## src/hdl/cws_pkg.sv

```systemverilog
package cws_pkg;

  typedef enum logic [2:0] {
    S_IDLE,
    S_DIV,
    S_MOVE,
    S_MULY,
    S_ADD,
    S_OUT
  } state_t;

  localparam logic [1:0] CMD_START = 2'd0;
  localparam logic [1:0] CMD_DONE  = 2'd1;
  localparam logic [1:0] CMD_ABORT = 2'd2;

  localparam logic [2:0] CFG_TURN_COUNT  = 3'd0;
  localparam logic [2:0] CFG_COIL_WIDTH  = 3'd1;
  localparam logic [2:0] CFG_WIRE_PITCH  = 3'd2;
  localparam logic [2:0] CFG_FEED_RATE   = 3'd3;
  localparam logic [2:0] CFG_REVERSE_DIR = 3'd4;

  localparam int DIV_STEPS = 20;
  localparam int PL_W      = 21;
  localparam int AW        = 22;

endpackage

```

## src/hdl/coil_winding_traverse_sequencer.sv

```systemverilog
// Coil winding traverse sequencer.
// The in_ channel carries commands: tuser holds the command code and tdata
// the current Y and Z positions. A start transaction latches the positions
// and divides the coil width by the wire pitch, then issues the first move.
// Each completion transaction, or a start during a run, issues the next move;
// an abort stops the run and gives no result. The out_ channel gives one
// transaction per move with the Y and Z targets and the feed, or a finished
// transaction with tuser set once all turns are issued. The cfg_ channel
// writes the five registers and is always ready; the user must write it only
// while the block is idle, as the block itself does not enforce this. A start
// runs the shift-subtract divider, then the move sequence. A move is
// acceptance, then four steps through the one shared multiplier and the adders.
// Commands that give no result leave the block idle.
// The result sits in an output register; the next command is accepted while
// it waits, and a following result waits in the sequencer until the receiver
// takes the earlier one. Reset is synchronous and returns the registers to
// their defaults, the block to idle with no run active and no result pending.
module coil_winding_traverse_sequencer #(
  parameter int UNITS_PER_MM = 1000
) (
  input  logic        clk,
  input  logic        rst_n,
  input  logic        in_tvalid,
  output logic        in_tready,
  input  logic [63:0] in_tdata,  // origin_y[30:0], origin_z[61:31], zero pad
  input  logic [1:0]  in_tuser,  // cmd[1:0]
  output logic        out_tvalid,
  input  logic        out_tready,
  output logic [79:0] out_tdata, // target_y[31:0], target_z[63:32], move_feed[79:64]
  output logic        out_tuser, // finished[0]
  input  logic        cfg_valid,
  output logic        cfg_ready,
  input  logic [2:0]  cfg_addr,
  input  logic [19:0] cfg_data
);

  localparam int UW = $clog2(UNITS_PER_MM + 1);
  localparam int BW = ((UW > 16) ? UW : 16) + 1;
  localparam int PW = cws_pkg::AW + BW;
  localparam int SW = PW + 2;
  localparam int CW = $clog2(cws_pkg::DIV_STEPS);
  localparam logic [CW-1:0] DIV_LAST = CW'(cws_pkg::DIV_STEPS - 1);
  localparam logic signed [BW-1:0] UNITS_B = BW'(UNITS_PER_MM);
  localparam logic signed [SW-1:0] SAT_MAX = $signed({{(SW-31){1'b0}}, {31{1'b1}}});
  localparam logic signed [SW-1:0] SAT_MIN = $signed({{(SW-31){1'b1}}, 31'b0});
  localparam logic [cws_pkg::PL_W-1:0] PL_W_ONE = cws_pkg::PL_W'(1);

  cws_pkg::state_t state_r, state_nxt;

  logic [15:0] turn_count_r, turn_count_nxt;
  logic [19:0] coil_width_r, coil_width_nxt;
  logic [15:0] wire_pitch_r, wire_pitch_nxt;
  logic [15:0] feed_rate_r, feed_rate_nxt;
  logic        reverse_dir_r, reverse_dir_nxt;

  logic                          running_r, running_nxt;
  logic [15:0]                   turn_index_r, turn_index_nxt;
  logic signed [cws_pkg::PL_W-1:0] pass_length_r, pass_length_nxt;
  logic                          odd_layer_r, odd_layer_nxt;
  logic signed [cws_pkg::PL_W-1:0] pass_index_r, pass_index_nxt;
  logic signed [31:0]            base_y_r, base_y_nxt;
  logic signed [31:0]            base_z_r, base_z_nxt;

  logic [19:0]   dvd_r, dvd_nxt;
  logic [15:0]   rem_r, rem_nxt;
  logic [19:0]   quo_r, quo_nxt;
  logic [CW-1:0] cnt_r, cnt_nxt;

  logic signed [PW-1:0] prod_r, prod_nxt;
  logic signed [PW:0]   z_r, z_nxt;
  logic                 z_odd_r, z_odd_nxt;
  logic                 fin_r, fin_nxt;
  logic [31:0]          ty_r, ty_nxt;
  logic [31:0]          tz_r, tz_nxt;

  logic        out_valid_r, out_valid_nxt;
  logic [79:0] out_data_r, out_data_nxt;
  logic        out_fin_r, out_fin_nxt;

  logic in_acc;
  logic out_free;
  logic is_start;
  logic is_move;
  logic move_done;

  logic [16:0]                 trial;
  logic                        trial_ge;
  logic [19:0]                 quo_step;
  logic signed [cws_pkg::AW-1:0] diff;
  logic signed [cws_pkg::AW-1:0] mul_a;
  logic signed [BW-1:0]        mul_b;
  logic signed [PW-1:0]        mul_p;
  logic signed [cws_pkg::PL_W-1:0] limit;
  logic [16:0]                 ti_plus;
  logic signed [SW-1:0]        tz_sum;
  logic signed [SW-1:0]        ty_sum;
  logic signed [SW-1:0]        z_ext;
  logic signed [SW-1:0]        bz_ext;
  logic signed [SW-1:0]        by_ext;
  logic signed [SW-1:0]        py_ext;

  assign in_tready  = (state_r == cws_pkg::S_IDLE);
  assign cfg_ready  = 1'b1;
  assign out_tvalid = out_valid_r;
  assign out_tdata  = out_data_r;
  assign out_tuser  = out_fin_r;

  assign in_acc    = in_tvalid && in_tready;
  assign out_free  = !out_valid_r || out_tready;
  assign is_start  = (in_tuser == cws_pkg::CMD_START) && !running_r;
  assign is_move   = ((in_tuser == cws_pkg::CMD_START) || (in_tuser == cws_pkg::CMD_DONE))
                     && running_r;
  assign move_done = (turn_index_r >= turn_count_r);

  assign trial    = {rem_r, dvd_r[19]};
  assign trial_ge = (trial >= {1'b0, wire_pitch_r});
  assign quo_step = {quo_r[18:0], trial_ge};

  assign diff    = $signed({pass_length_r[cws_pkg::PL_W-1], pass_length_r})
                 - $signed({pass_index_r[cws_pkg::PL_W-1], pass_index_r});
  assign limit   = pass_length_r - $signed({{(cws_pkg::PL_W-1){1'b0}}, odd_layer_r});
  assign ti_plus = {1'b0, turn_index_r} + 17'd1;
  assign mul_p   = PW'(mul_a) * PW'(mul_b);

  assign z_ext  = $signed({{(SW-PW-1){z_r[PW]}}, z_r});
  assign bz_ext = $signed({{(SW-32){base_z_r[31]}}, base_z_r});
  assign by_ext = $signed({{(SW-32){base_y_r[31]}}, base_y_r});
  assign py_ext = $signed({{(SW-PW){prod_r[PW-1]}}, prod_r});
  assign tz_sum = reverse_dir_r ? (bz_ext - z_ext) : (bz_ext + z_ext);
  assign ty_sum = by_ext - py_ext;

  always_comb begin
    state_nxt = state_r;
    unique case (state_r)
      cws_pkg::S_IDLE: begin
        if (in_acc && is_start) begin
          state_nxt = cws_pkg::S_DIV;
        end else if (in_acc && is_move) begin
          state_nxt = cws_pkg::S_MOVE;
        end
      end
      cws_pkg::S_DIV: begin
        if (cnt_r == DIV_LAST) begin
          state_nxt = cws_pkg::S_MOVE;
        end
      end
      cws_pkg::S_MOVE: begin
        state_nxt = move_done ? cws_pkg::S_OUT : cws_pkg::S_MULY;
      end
      cws_pkg::S_MULY: state_nxt = cws_pkg::S_ADD;
      cws_pkg::S_ADD:  state_nxt = cws_pkg::S_OUT;
      cws_pkg::S_OUT: begin
        if (out_free) begin
          state_nxt = cws_pkg::S_IDLE;
        end
      end
      default: state_nxt = cws_pkg::S_IDLE;
    endcase
  end

  always_comb begin
    turn_count_nxt  = turn_count_r;
    coil_width_nxt  = coil_width_r;
    wire_pitch_nxt  = wire_pitch_r;
    feed_rate_nxt   = feed_rate_r;
    reverse_dir_nxt = reverse_dir_r;
    running_nxt     = running_r;
    turn_index_nxt  = turn_index_r;
    pass_length_nxt = pass_length_r;
    odd_layer_nxt   = odd_layer_r;
    pass_index_nxt  = pass_index_r;
    base_y_nxt      = base_y_r;
    base_z_nxt      = base_z_r;
    dvd_nxt         = dvd_r;
    rem_nxt         = rem_r;
    quo_nxt         = quo_r;
    cnt_nxt         = cnt_r;
    prod_nxt        = prod_r;
    z_nxt           = z_r;
    z_odd_nxt       = z_odd_r;
    fin_nxt         = fin_r;
    ty_nxt          = ty_r;
    tz_nxt          = tz_r;
    out_valid_nxt   = out_valid_r;
    out_data_nxt    = out_data_r;
    out_fin_nxt     = out_fin_r;
    mul_a           = $signed({{(cws_pkg::AW-cws_pkg::PL_W){pass_index_r[cws_pkg::PL_W-1]}},
                               pass_index_r});
    mul_b           = $signed({{(BW-16){1'b0}}, wire_pitch_r});

    if (cfg_valid && cfg_ready) begin
      unique case (cfg_addr)
        cws_pkg::CFG_TURN_COUNT:  turn_count_nxt  = cfg_data[15:0];
        cws_pkg::CFG_COIL_WIDTH:  coil_width_nxt  = cfg_data;
        cws_pkg::CFG_WIRE_PITCH:  wire_pitch_nxt  = cfg_data[15:0];
        cws_pkg::CFG_FEED_RATE:   feed_rate_nxt   = cfg_data[15:0];
        cws_pkg::CFG_REVERSE_DIR: reverse_dir_nxt = cfg_data[0];
        default: ;
      endcase
    end

    if (out_valid_r && out_tready) begin
      out_valid_nxt = 1'b0;
    end

    unique case (state_r)
      cws_pkg::S_IDLE: begin
        if (in_acc) begin
          if (in_tuser == cws_pkg::CMD_ABORT) begin
            running_nxt = 1'b0;
          end else if (is_start) begin
            base_y_nxt     = $signed({in_tdata[30], in_tdata[30:0]});
            base_z_nxt     = $signed({in_tdata[61], in_tdata[61:31]});
            odd_layer_nxt  = 1'b0;
            pass_index_nxt = $signed(PL_W_ONE);
            turn_index_nxt = 16'd0;
            running_nxt    = 1'b1;
            dvd_nxt        = coil_width_r;
            rem_nxt        = 16'd0;
            quo_nxt        = 20'd0;
            cnt_nxt        = '0;
          end
        end
      end
      cws_pkg::S_DIV: begin
        dvd_nxt = {dvd_r[18:0], 1'b0};
        rem_nxt = trial_ge ? 16'(trial - {1'b0, wire_pitch_r}) : trial[15:0];
        quo_nxt = quo_step;
        cnt_nxt = cnt_r + CW'(1);
        if (cnt_r == DIV_LAST) begin
          pass_length_nxt = $signed({1'b0, quo_step}) - $signed(PL_W_ONE);
        end
      end
      cws_pkg::S_MOVE: begin
        if (move_done) begin
          running_nxt = 1'b0;
          fin_nxt     = 1'b1;
        end else begin
          fin_nxt   = 1'b0;
          z_odd_nxt = odd_layer_r;
          if (odd_layer_r) begin
            mul_a = diff;
          end
          prod_nxt = mul_p;
          if (pass_index_r >= limit) begin
            odd_layer_nxt  = !odd_layer_r;
            pass_index_nxt = '0;
          end else begin
            pass_index_nxt = pass_index_r + $signed(PL_W_ONE);
          end
        end
      end
      cws_pkg::S_MULY: begin
        z_nxt = $signed({prod_r[PW-1], prod_r})
              - $signed({{(PW+1-15){1'b0}}, (z_odd_r ? wire_pitch_r[15:1] : 15'd0)});
        mul_a    = $signed({{(cws_pkg::AW-17){1'b0}}, ti_plus});
        mul_b    = UNITS_B;
        prod_nxt = mul_p;
      end
      cws_pkg::S_ADD: begin
        if (ty_sum > SAT_MAX) begin
          ty_nxt = 32'h7fff_ffff;
        end else if (ty_sum < SAT_MIN) begin
          ty_nxt = 32'h8000_0000;
        end else begin
          ty_nxt = ty_sum[31:0];
        end
        if (tz_sum > SAT_MAX) begin
          tz_nxt = 32'h7fff_ffff;
        end else if (tz_sum < SAT_MIN) begin
          tz_nxt = 32'h8000_0000;
        end else begin
          tz_nxt = tz_sum[31:0];
        end
        turn_index_nxt = ti_plus[15:0];
      end
      cws_pkg::S_OUT: begin
        if (out_free) begin
          out_valid_nxt = 1'b1;
          out_fin_nxt   = fin_r;
          out_data_nxt  = fin_r ? 80'd0 : {feed_rate_r, tz_r, ty_r};
        end
      end
      default: ;
    endcase
  end

  always_ff @(posedge clk) begin
    if (!rst_n) begin
      state_r       <= cws_pkg::S_IDLE;
      turn_count_r  <= 16'd15;
      coil_width_r  <= 20'd4000;
      wire_pitch_r  <= 16'd1000;
      feed_rate_r   <= 16'd50;
      reverse_dir_r <= 1'b0;
      running_r     <= 1'b0;
      turn_index_r  <= 16'd0;
      pass_length_r <= '0;
      odd_layer_r   <= 1'b0;
      pass_index_r  <= '0;
      base_y_r      <= '0;
      base_z_r      <= '0;
      cnt_r         <= '0;
      out_valid_r   <= 1'b0;
    end else begin
      state_r       <= state_nxt;
      turn_count_r  <= turn_count_nxt;
      coil_width_r  <= coil_width_nxt;
      wire_pitch_r  <= wire_pitch_nxt;
      feed_rate_r   <= feed_rate_nxt;
      reverse_dir_r <= reverse_dir_nxt;
      running_r     <= running_nxt;
      turn_index_r  <= turn_index_nxt;
      pass_length_r <= pass_length_nxt;
      odd_layer_r   <= odd_layer_nxt;
      pass_index_r  <= pass_index_nxt;
      base_y_r      <= base_y_nxt;
      base_z_r      <= base_z_nxt;
      cnt_r         <= cnt_nxt;
      out_valid_r   <= out_valid_nxt;
    end
  end

  always_ff @(posedge clk) begin
    dvd_r      <= dvd_nxt;
    rem_r      <= rem_nxt;
    quo_r      <= quo_nxt;
    prod_r     <= prod_nxt;
    z_r        <= z_nxt;
    z_odd_r    <= z_odd_nxt;
    fin_r      <= fin_nxt;
    ty_r       <= ty_nxt;
    tz_r       <= tz_nxt;
    out_data_r <= out_data_nxt;
    out_fin_r  <= out_fin_nxt;
  end

`ifndef NO_ASSERTIONS
  a_fin_zero: assert property (@(posedge clk) disable iff (!rst_n)
    out_tvalid && out_tuser |-> out_tdata == 80'd0)
    else $error("finished transaction carries nonzero data");

  a_start_div: assert property (@(posedge clk) disable iff (!rst_n)
    in_tvalid && in_tready && (in_tuser == cws_pkg::CMD_START) && !running_r
    |=> state_r == cws_pkg::S_DIV)
    else $error("start transaction did not enter the divider");

  a_pass_range: assert property (@(posedge clk) disable iff (!rst_n)
    (state_r == cws_pkg::S_IDLE) && running_r && !pass_length_r[cws_pkg::PL_W-1]
    |-> pass_index_r <= pass_length_r)
    else $error("pass index beyond pass length");
`endif

endmodule
```

## config.mk

```make
export PLATFORM = sky130hd
export DESIGN_NAME = coil_winding_traverse_sequencer
export DESIGN_NICKNAME = d
export VERILOG_FILES = /design/src/hdl/cws_pkg.sv /design/src/hdl/coil_winding_traverse_sequencer.sv
export SDC_FILE = /design/constraint.sdc
export NUM_CORES = 2
export LEC_CHECK = 0
export BUFFER_PORTS_ARGS = -buffer_cell sky130_fd_sc_hd__buf_2
export CAP_MARGIN = 5
export CELL_PAD_IN_SITES_DETAIL_PLACEMENT = 1
export CELL_PAD_IN_SITES_GLOBAL_PLACEMENT = 1
export CORE_MARGIN = 2
export CORE_UTILIZATION = 40
export DETAILED_ROUTE_END_ITERATION = 12
export PLACE_DENSITY = 0.75
export SLEW_MARGIN = 30
export SYNTH_ARGS = -nofsm -noshare
export SYNTH_HDL_FRONTEND = slang
export SYNTH_SLANG_ARGS = --single-unit
```

## constraint.sdc

```tcl
create_clock -name clk -period 14.4 [get_ports clk]
set_input_delay 0.72 -clock clk [delete_from_list [all_inputs] [get_ports clk]]
set_output_delay 0.72 -clock clk [all_outputs]
set_load 0.01 [all_outputs]
```

Word level (Yosys, flattened, before mapping) --
Index checks and enable logic that the tools add are counted.
Word-level totals: bits in read-only memories 0, bits in registers 481, memories 0, bits of input ports 94, latch bits 0, logic and storage cells 158, RAM bits 0
Cells by class: add/subtract/negate cells 11, multiply operators 1, order comparisons 7, div/mod/pow operators 0, bitwise operators 2, equality and inequality tests 22, muxes and demuxes 55, reductions and logical operators 34, shift-type cells 0
Operators with widths (count):
- 21-bit 2-to-1 mux | 5
- 16-bit 2-to-1 mux | 5
- 39-bit case mux with 2 select lines | 1
- 32-bit 2-to-1 mux | 2
- 16-bit case mux with 2 select lines | 2
- 20-bit 2-to-1 mux | 3
- 19-bit 2-to-1 mux | 3
- 22-bit 2-to-1 mux | 2
- 22-bit case mux with 2 select lines | 1
- 21-bit case mux with 2 select lines | 1
- 31-bit by 40-bit adder with 41-bit output | 1
- 41-bit by 32-bit greater-than comparator with 1-bit output (second input constant) | 1
- 41-bit by 32-bit less-than comparator with 1-bit output (second input constant) | 1
- 41-bit 2-to-1 mux | 1
- 31-bit by 40-bit subtractor with 41-bit output | 1
- 40-bit by 32-bit greater-than comparator with 1-bit output (second input constant) | 1
- 40-bit by 32-bit less-than comparator with 1-bit output (second input constant) | 1
- 20-bit case mux with 2 select lines | 1
- 31-bit by 39-bit subtractor with 40-bit output | 1
- 39-bit by 16-bit subtractor with 40-bit output | 1
- 22-bit by 17-bit multiplier with 39-bit output | 1
- 39-bit 2-to-1 mux | 1
- 19-bit case mux with 2 select lines | 1
- 21-bit by 21-bit subtractor with 22-bit output | 1
- other kinds (37) | 93

Logic depth before layout (Yosys ltp) --
depth in word-level cells 7, gate-level depth with buffers 38, depth with buffers taken out 37

Worst setup path before layout --
OpenSTA, ideal clock, no wires.
kind reg2reg, from register turn_index_r[0], to register prod_r[37], data pin, stages on the path, launching flop included 34, data arrival time 8.734 ns, data required time 14.142 ns, path slack 5.408 ns, period minus slack after synthesis 8.992 ns, path through dfxtp_1 inv_1 ha_1 nand2b_1 a21o_1 a21o_1 a21o_1 a21o_1 a2111oi_1 o21a_1 a31oi_1 clkbuf_1 a221oi_1 nor2_1 fa_1 inv_1 fa_1 fa_1 fa_1 inv_1 fa_1 fa_1 ha_1 a21o_1 a21o_1 a21oi_1 o211ai_1 o21bai_1 o21ai_1 o31ai_1 a2111oi_0 o21bai_1 a21oi_1 xnor2_1
Between the ends: longest elaborated chain between the ends 6
RTL lines:
- from (decl) | RTL line coil_winding_traverse_sequencer.sv:57 | logic [15:0] turn_index_r, turn_index_nxt;
- from (signal assigned) | RTL line coil_winding_traverse_sequencer.sv:313 | turn_index_r <= turn_index_nxt;
- 16-bit >= comparator | RTL line coil_winding_traverse_sequencer.sv:113 | assign move_done = (turn_index_r >= turn_count_r);
- 22-bit 2-to-1 mux | RTL line coil_winding_traverse_sequencer.sv:235 | if (move_done) begin
- 22-bit case mux with 2 select lines * | RTL line coil_winding_traverse_sequencer.sv:206 | unique case (state_r)
- 22-bit by 17-bit multiplier with 39-bit output * | RTL line coil_winding_traverse_sequencer.sv:123 | assign mul_p = PW'(mul_a) * PW'(mul_b);
- named net mul_p[37] | RTL line coil_winding_traverse_sequencer.sv:92 | logic signed [PW-1:0] mul_p;
- 39-bit 2-to-1 mux | RTL line coil_winding_traverse_sequencer.sv:235
- 39-bit case mux with 2 select lines * | RTL line coil_winding_traverse_sequencer.sv:206
- to (signal assigned) | RTL line coil_winding_traverse_sequencer.sv:328 | prod_r <= prod_nxt;
- to (decl) | RTL line coil_winding_traverse_sequencer.sv:69 | logic signed [PW-1:0] prod_r, prod_nxt;
The timed path passes the listed nets; every way through them passes the cells marked *. The select of a mux whose other input is x is not followed. A chain may end at the register's enable or synchronous reset.

Worst setup path in the final report --
from register turn_index_r[0], to register prod_r[34], data pin
Same word-level chain as after synthesis.

==> qor.yml <==
status: "finished clean"
hold_path.startpoint: "in_tdata[37]"
ir_drop_mv: 0.08381
postPlaceCellArea_um2: 43230
final_cell_area_um2: 45050
layout_min_cycle_time_ns: 10.64
critical_path.max_fanout: 20
crit_path_frequent_cell: "fa_1"
cts_buffer_depth: 3
path_class: "flop to flop"
hold_viol_final: 0
multi_input_area_um2: 25580
vias_per_cell: 5.364
p_leak_uw: 0.01999
async_flop_share_pct: 0
cts_resized: 0
p_seq_share_pct: 44.0
cts_hold_buf: 0
die_h_um: 323.7
cpPeakStageDelay_ns: 0.72
clk_pin_slew_worst_paths_ns: 0.06
tritoncts: "done"
syn_area_um2: 40890
min_path_type: "input port to flop"
ant_nets: 0
ys_ff_latch: 481
internal-power_uw: 2523
wl_um: 118800
area_growth_pct: 10.18
rsz0062_at_grt: "no"
grt_antenna_before_repair: 1
io_buffers: 174
rows: 117
ys_seq_area_share_pct: 30.43
grt_max_degree: 75
holdWs_ns: 0.3364
slowest_stage: "a2111oi_0"
swShare_pct: 28.56
cp-end-kind: "flop"
drive_gt1_share_pct: 7.772
vias: 32730
drv_slew: 0
hpwl_um: 92610
numCtsBuffers: 54
cts.sink_count: 481
wire_per_inst_um: 19.47
drc_errors: 0
dieArea_um2: 104800
layout_common_cells: "nand2_1 (683), inv_1 (604), nor2_1 (355), fa_1 (354), a21oi_1 (323)"
nets: 5409
crit_start: "turn_index_r[0]"
fin_crit_sh_pct: 73.88
ys.flop_type: "edfxtp_1"
slew_headroom_pct: 30.95
dp_slack_ns: 3.862
clockPowerShare_pct: 39.2
clk_latency_ns: 0.63
core_area_um2: 101600
yosys_warnings: 0
htree_num_levels: 2
rr_startpoint: "turn_index_r[0]"
synth_edf_count: 281
worstPathRequired_ns: 14.75
power.switching_uw: 1009
die_x_um: 323.7
grt_pass1_wl_um: 190800
skew_ns: 0.01937
power_density_nw_per_um2: 78.38
io_pins: 178
tightestPinTransition_ns: 1.025
first_global_vias: 35330
share_comb_of_total_power_pct: 16.7
place_congestion: 0.8983
total_power_uw: 3531
drt_pass1_iterations: 5
seq_area_um2: 12440
syn-num-nets: 5301
layout_commonest_cell: "nand2_1"
postCtsSetupBuffers: 0
synth_cells: 4581
gr-total-overflow: 0
path_delay_family: "compound AO/OA/AOI/OAI gates"
crit_buf_inv: 5
cp.arrival_ns: 10.99
ys_types: 96
cts_root_buf: "clkbuf_16"
synth.avg_cell_area_um2: 8.926
cp-start-kind: "flop"
setup_viol: 0
start_util_pct: 40.25
antenna_cells: 0
grt_util_all_layers_pct: 22.96
maxCapViolations: 0
max_freq_mhz: 94.00
nFillCells: 12000
timing.final.ws_setup_ns: 3.762
setup_tns_ns: 0
dr.first_iter.drc_count: 1784
## layer usage
metal / part of all wire (%) / wire (um) / vias up / track usage, %
met5: 0 / 0 / - / 0
met4: 2.8 / 3332 / 0 / 6.595
met3: 3.8 / 4511 / 175 / 2.397
met2: 51 / 60340 / 612 / 41.71
met1: 43 / 50630 / 16540 / 28.67
li1: - / - / 15410 / -
## synth_stat cells (12+ instances only)
| library cell | count | area share, % |
|---|---|---|
| a211oi_1 | 27 | 0.50 |
| a21o_1 | 130 | 2.4 |
| a21oi_1 | 324 | 4.0 |
| a31oi_1 | 21 | 0.32 |
| and2_1 | 20 | 0.31 |
| and3_1 | 44 | 0.67 |
| buf_2 | 12 | 0.15 |
| clkbuf_1 | 154 | 1.4 |
| dfxtp_1 | 200 | 9.8 |
| edfxtp_1 | 281 | 21 |
| fa_1 | 354 | 17 |
| ha_1 | 272 | 8.3 |
| inv_1 | 605 | 5.6 |
| nand2_1 | 686 | 6.3 |
| nand2b_1 | 29 | 0.44 |
| nand3_1 | 75 | 0.92 |
| nand3b_1 | 12 | 0.22 |
| nand4_1 | 32 | 0.49 |
| nor2_1 | 359 | 3.3 |
| nor2b_1 | 142 | 2.2 |
| nor3_1 | 60 | 0.73 |
| nor4_1 | 20 | 0.31 |
| o211ai_1 | 21 | 0.39 |
| o21a_1 | 51 | 0.94 |
| o21ai_0 | 98 | 1.2 |
| o21ai_1 | 25 | 0.31 |
| o21bai_1 | 16 | 0.29 |
| o31ai_1 | 13 | 0.24 |
| or3_1 | 25 | 0.38 |
| xnor2_1 | 195 | 4.2 |
| xor2_1 | 68 | 1.5 |
## cell families after synthesis
group / Yosys count / synth area share, %
buffers and inverters: 783 / 7.307
AND/OR/NAND/NOR: 1563 / 17.40
multiplexers: 6 / 0.1530
XOR/XNOR: 263 / 5.633
AO/OA/AOI/OAI: 858 / 13.41
adder cells (fa/ha/maj): 626 / 25.65
flip-flops: 481 / 30.43
other: 1 / 0.009171
## layout make-up
cell class	count	share of cell area [%]
inverters	608	5.071
clock buffers	74	3.419
multi-input cells	3317	56.78
well taps	1368	3.799
flip-flops and latches	481	27.62
clock inverters	28	0.4888
repair buffers	227	2.824
## per-stage QoR
stage	utilization, %	std cells
after global placement	42.52	5997
final	44.35	6103
after floorplan	-	4581
after global routing	44.35	6103
after CTS	44.29	6100
after detailed placement	42.55	5998
## sequential cells by signal, indices dropped and copies added (netlist names), 31 cells and up
name / cells
prod_r: 39
base_z_r: 31
out_tdata: 80
z_r: 40
tz_r: 32
base_y_r: 31
ty_r: 32
## tightest hold or removal path, delay by kind of cell
| kind | cells | cell delay, ns |
|---|---|---|
| buf+inv | 1 | 0.09 |
| compound gates | 1 | 0.05 |
| simple gates | 1 | 0.04 |
## final timing paths
kind / slack, ns / depth (start not counted) / endpoint
hold reg to reg: 0.45 / 2 / feed_rate_r[15]
setup reg to reg: 3.76 / 34 / prod_r[34]
hold / removal: 0.34 / 3 / base_z_r[6]
setup / recovery: 3.76 / 34 / prod_r[34]
## power by group through the flow
stage / registers, uW / clock network [uW] / logic (uW)
2_1_floorplan: 1570 / 0 / 421
3_3_place_gp: 1580 / 0 / 565
3_5_place_dp: 1580 / 0 / 584
4_1_cts: 1550 / 1420 / 592
5_1_grt: 1560 / 1460 / 660
6_report: 1550 / 1390 / 591
No activity file was read; power rests on OpenSTA's default activity.
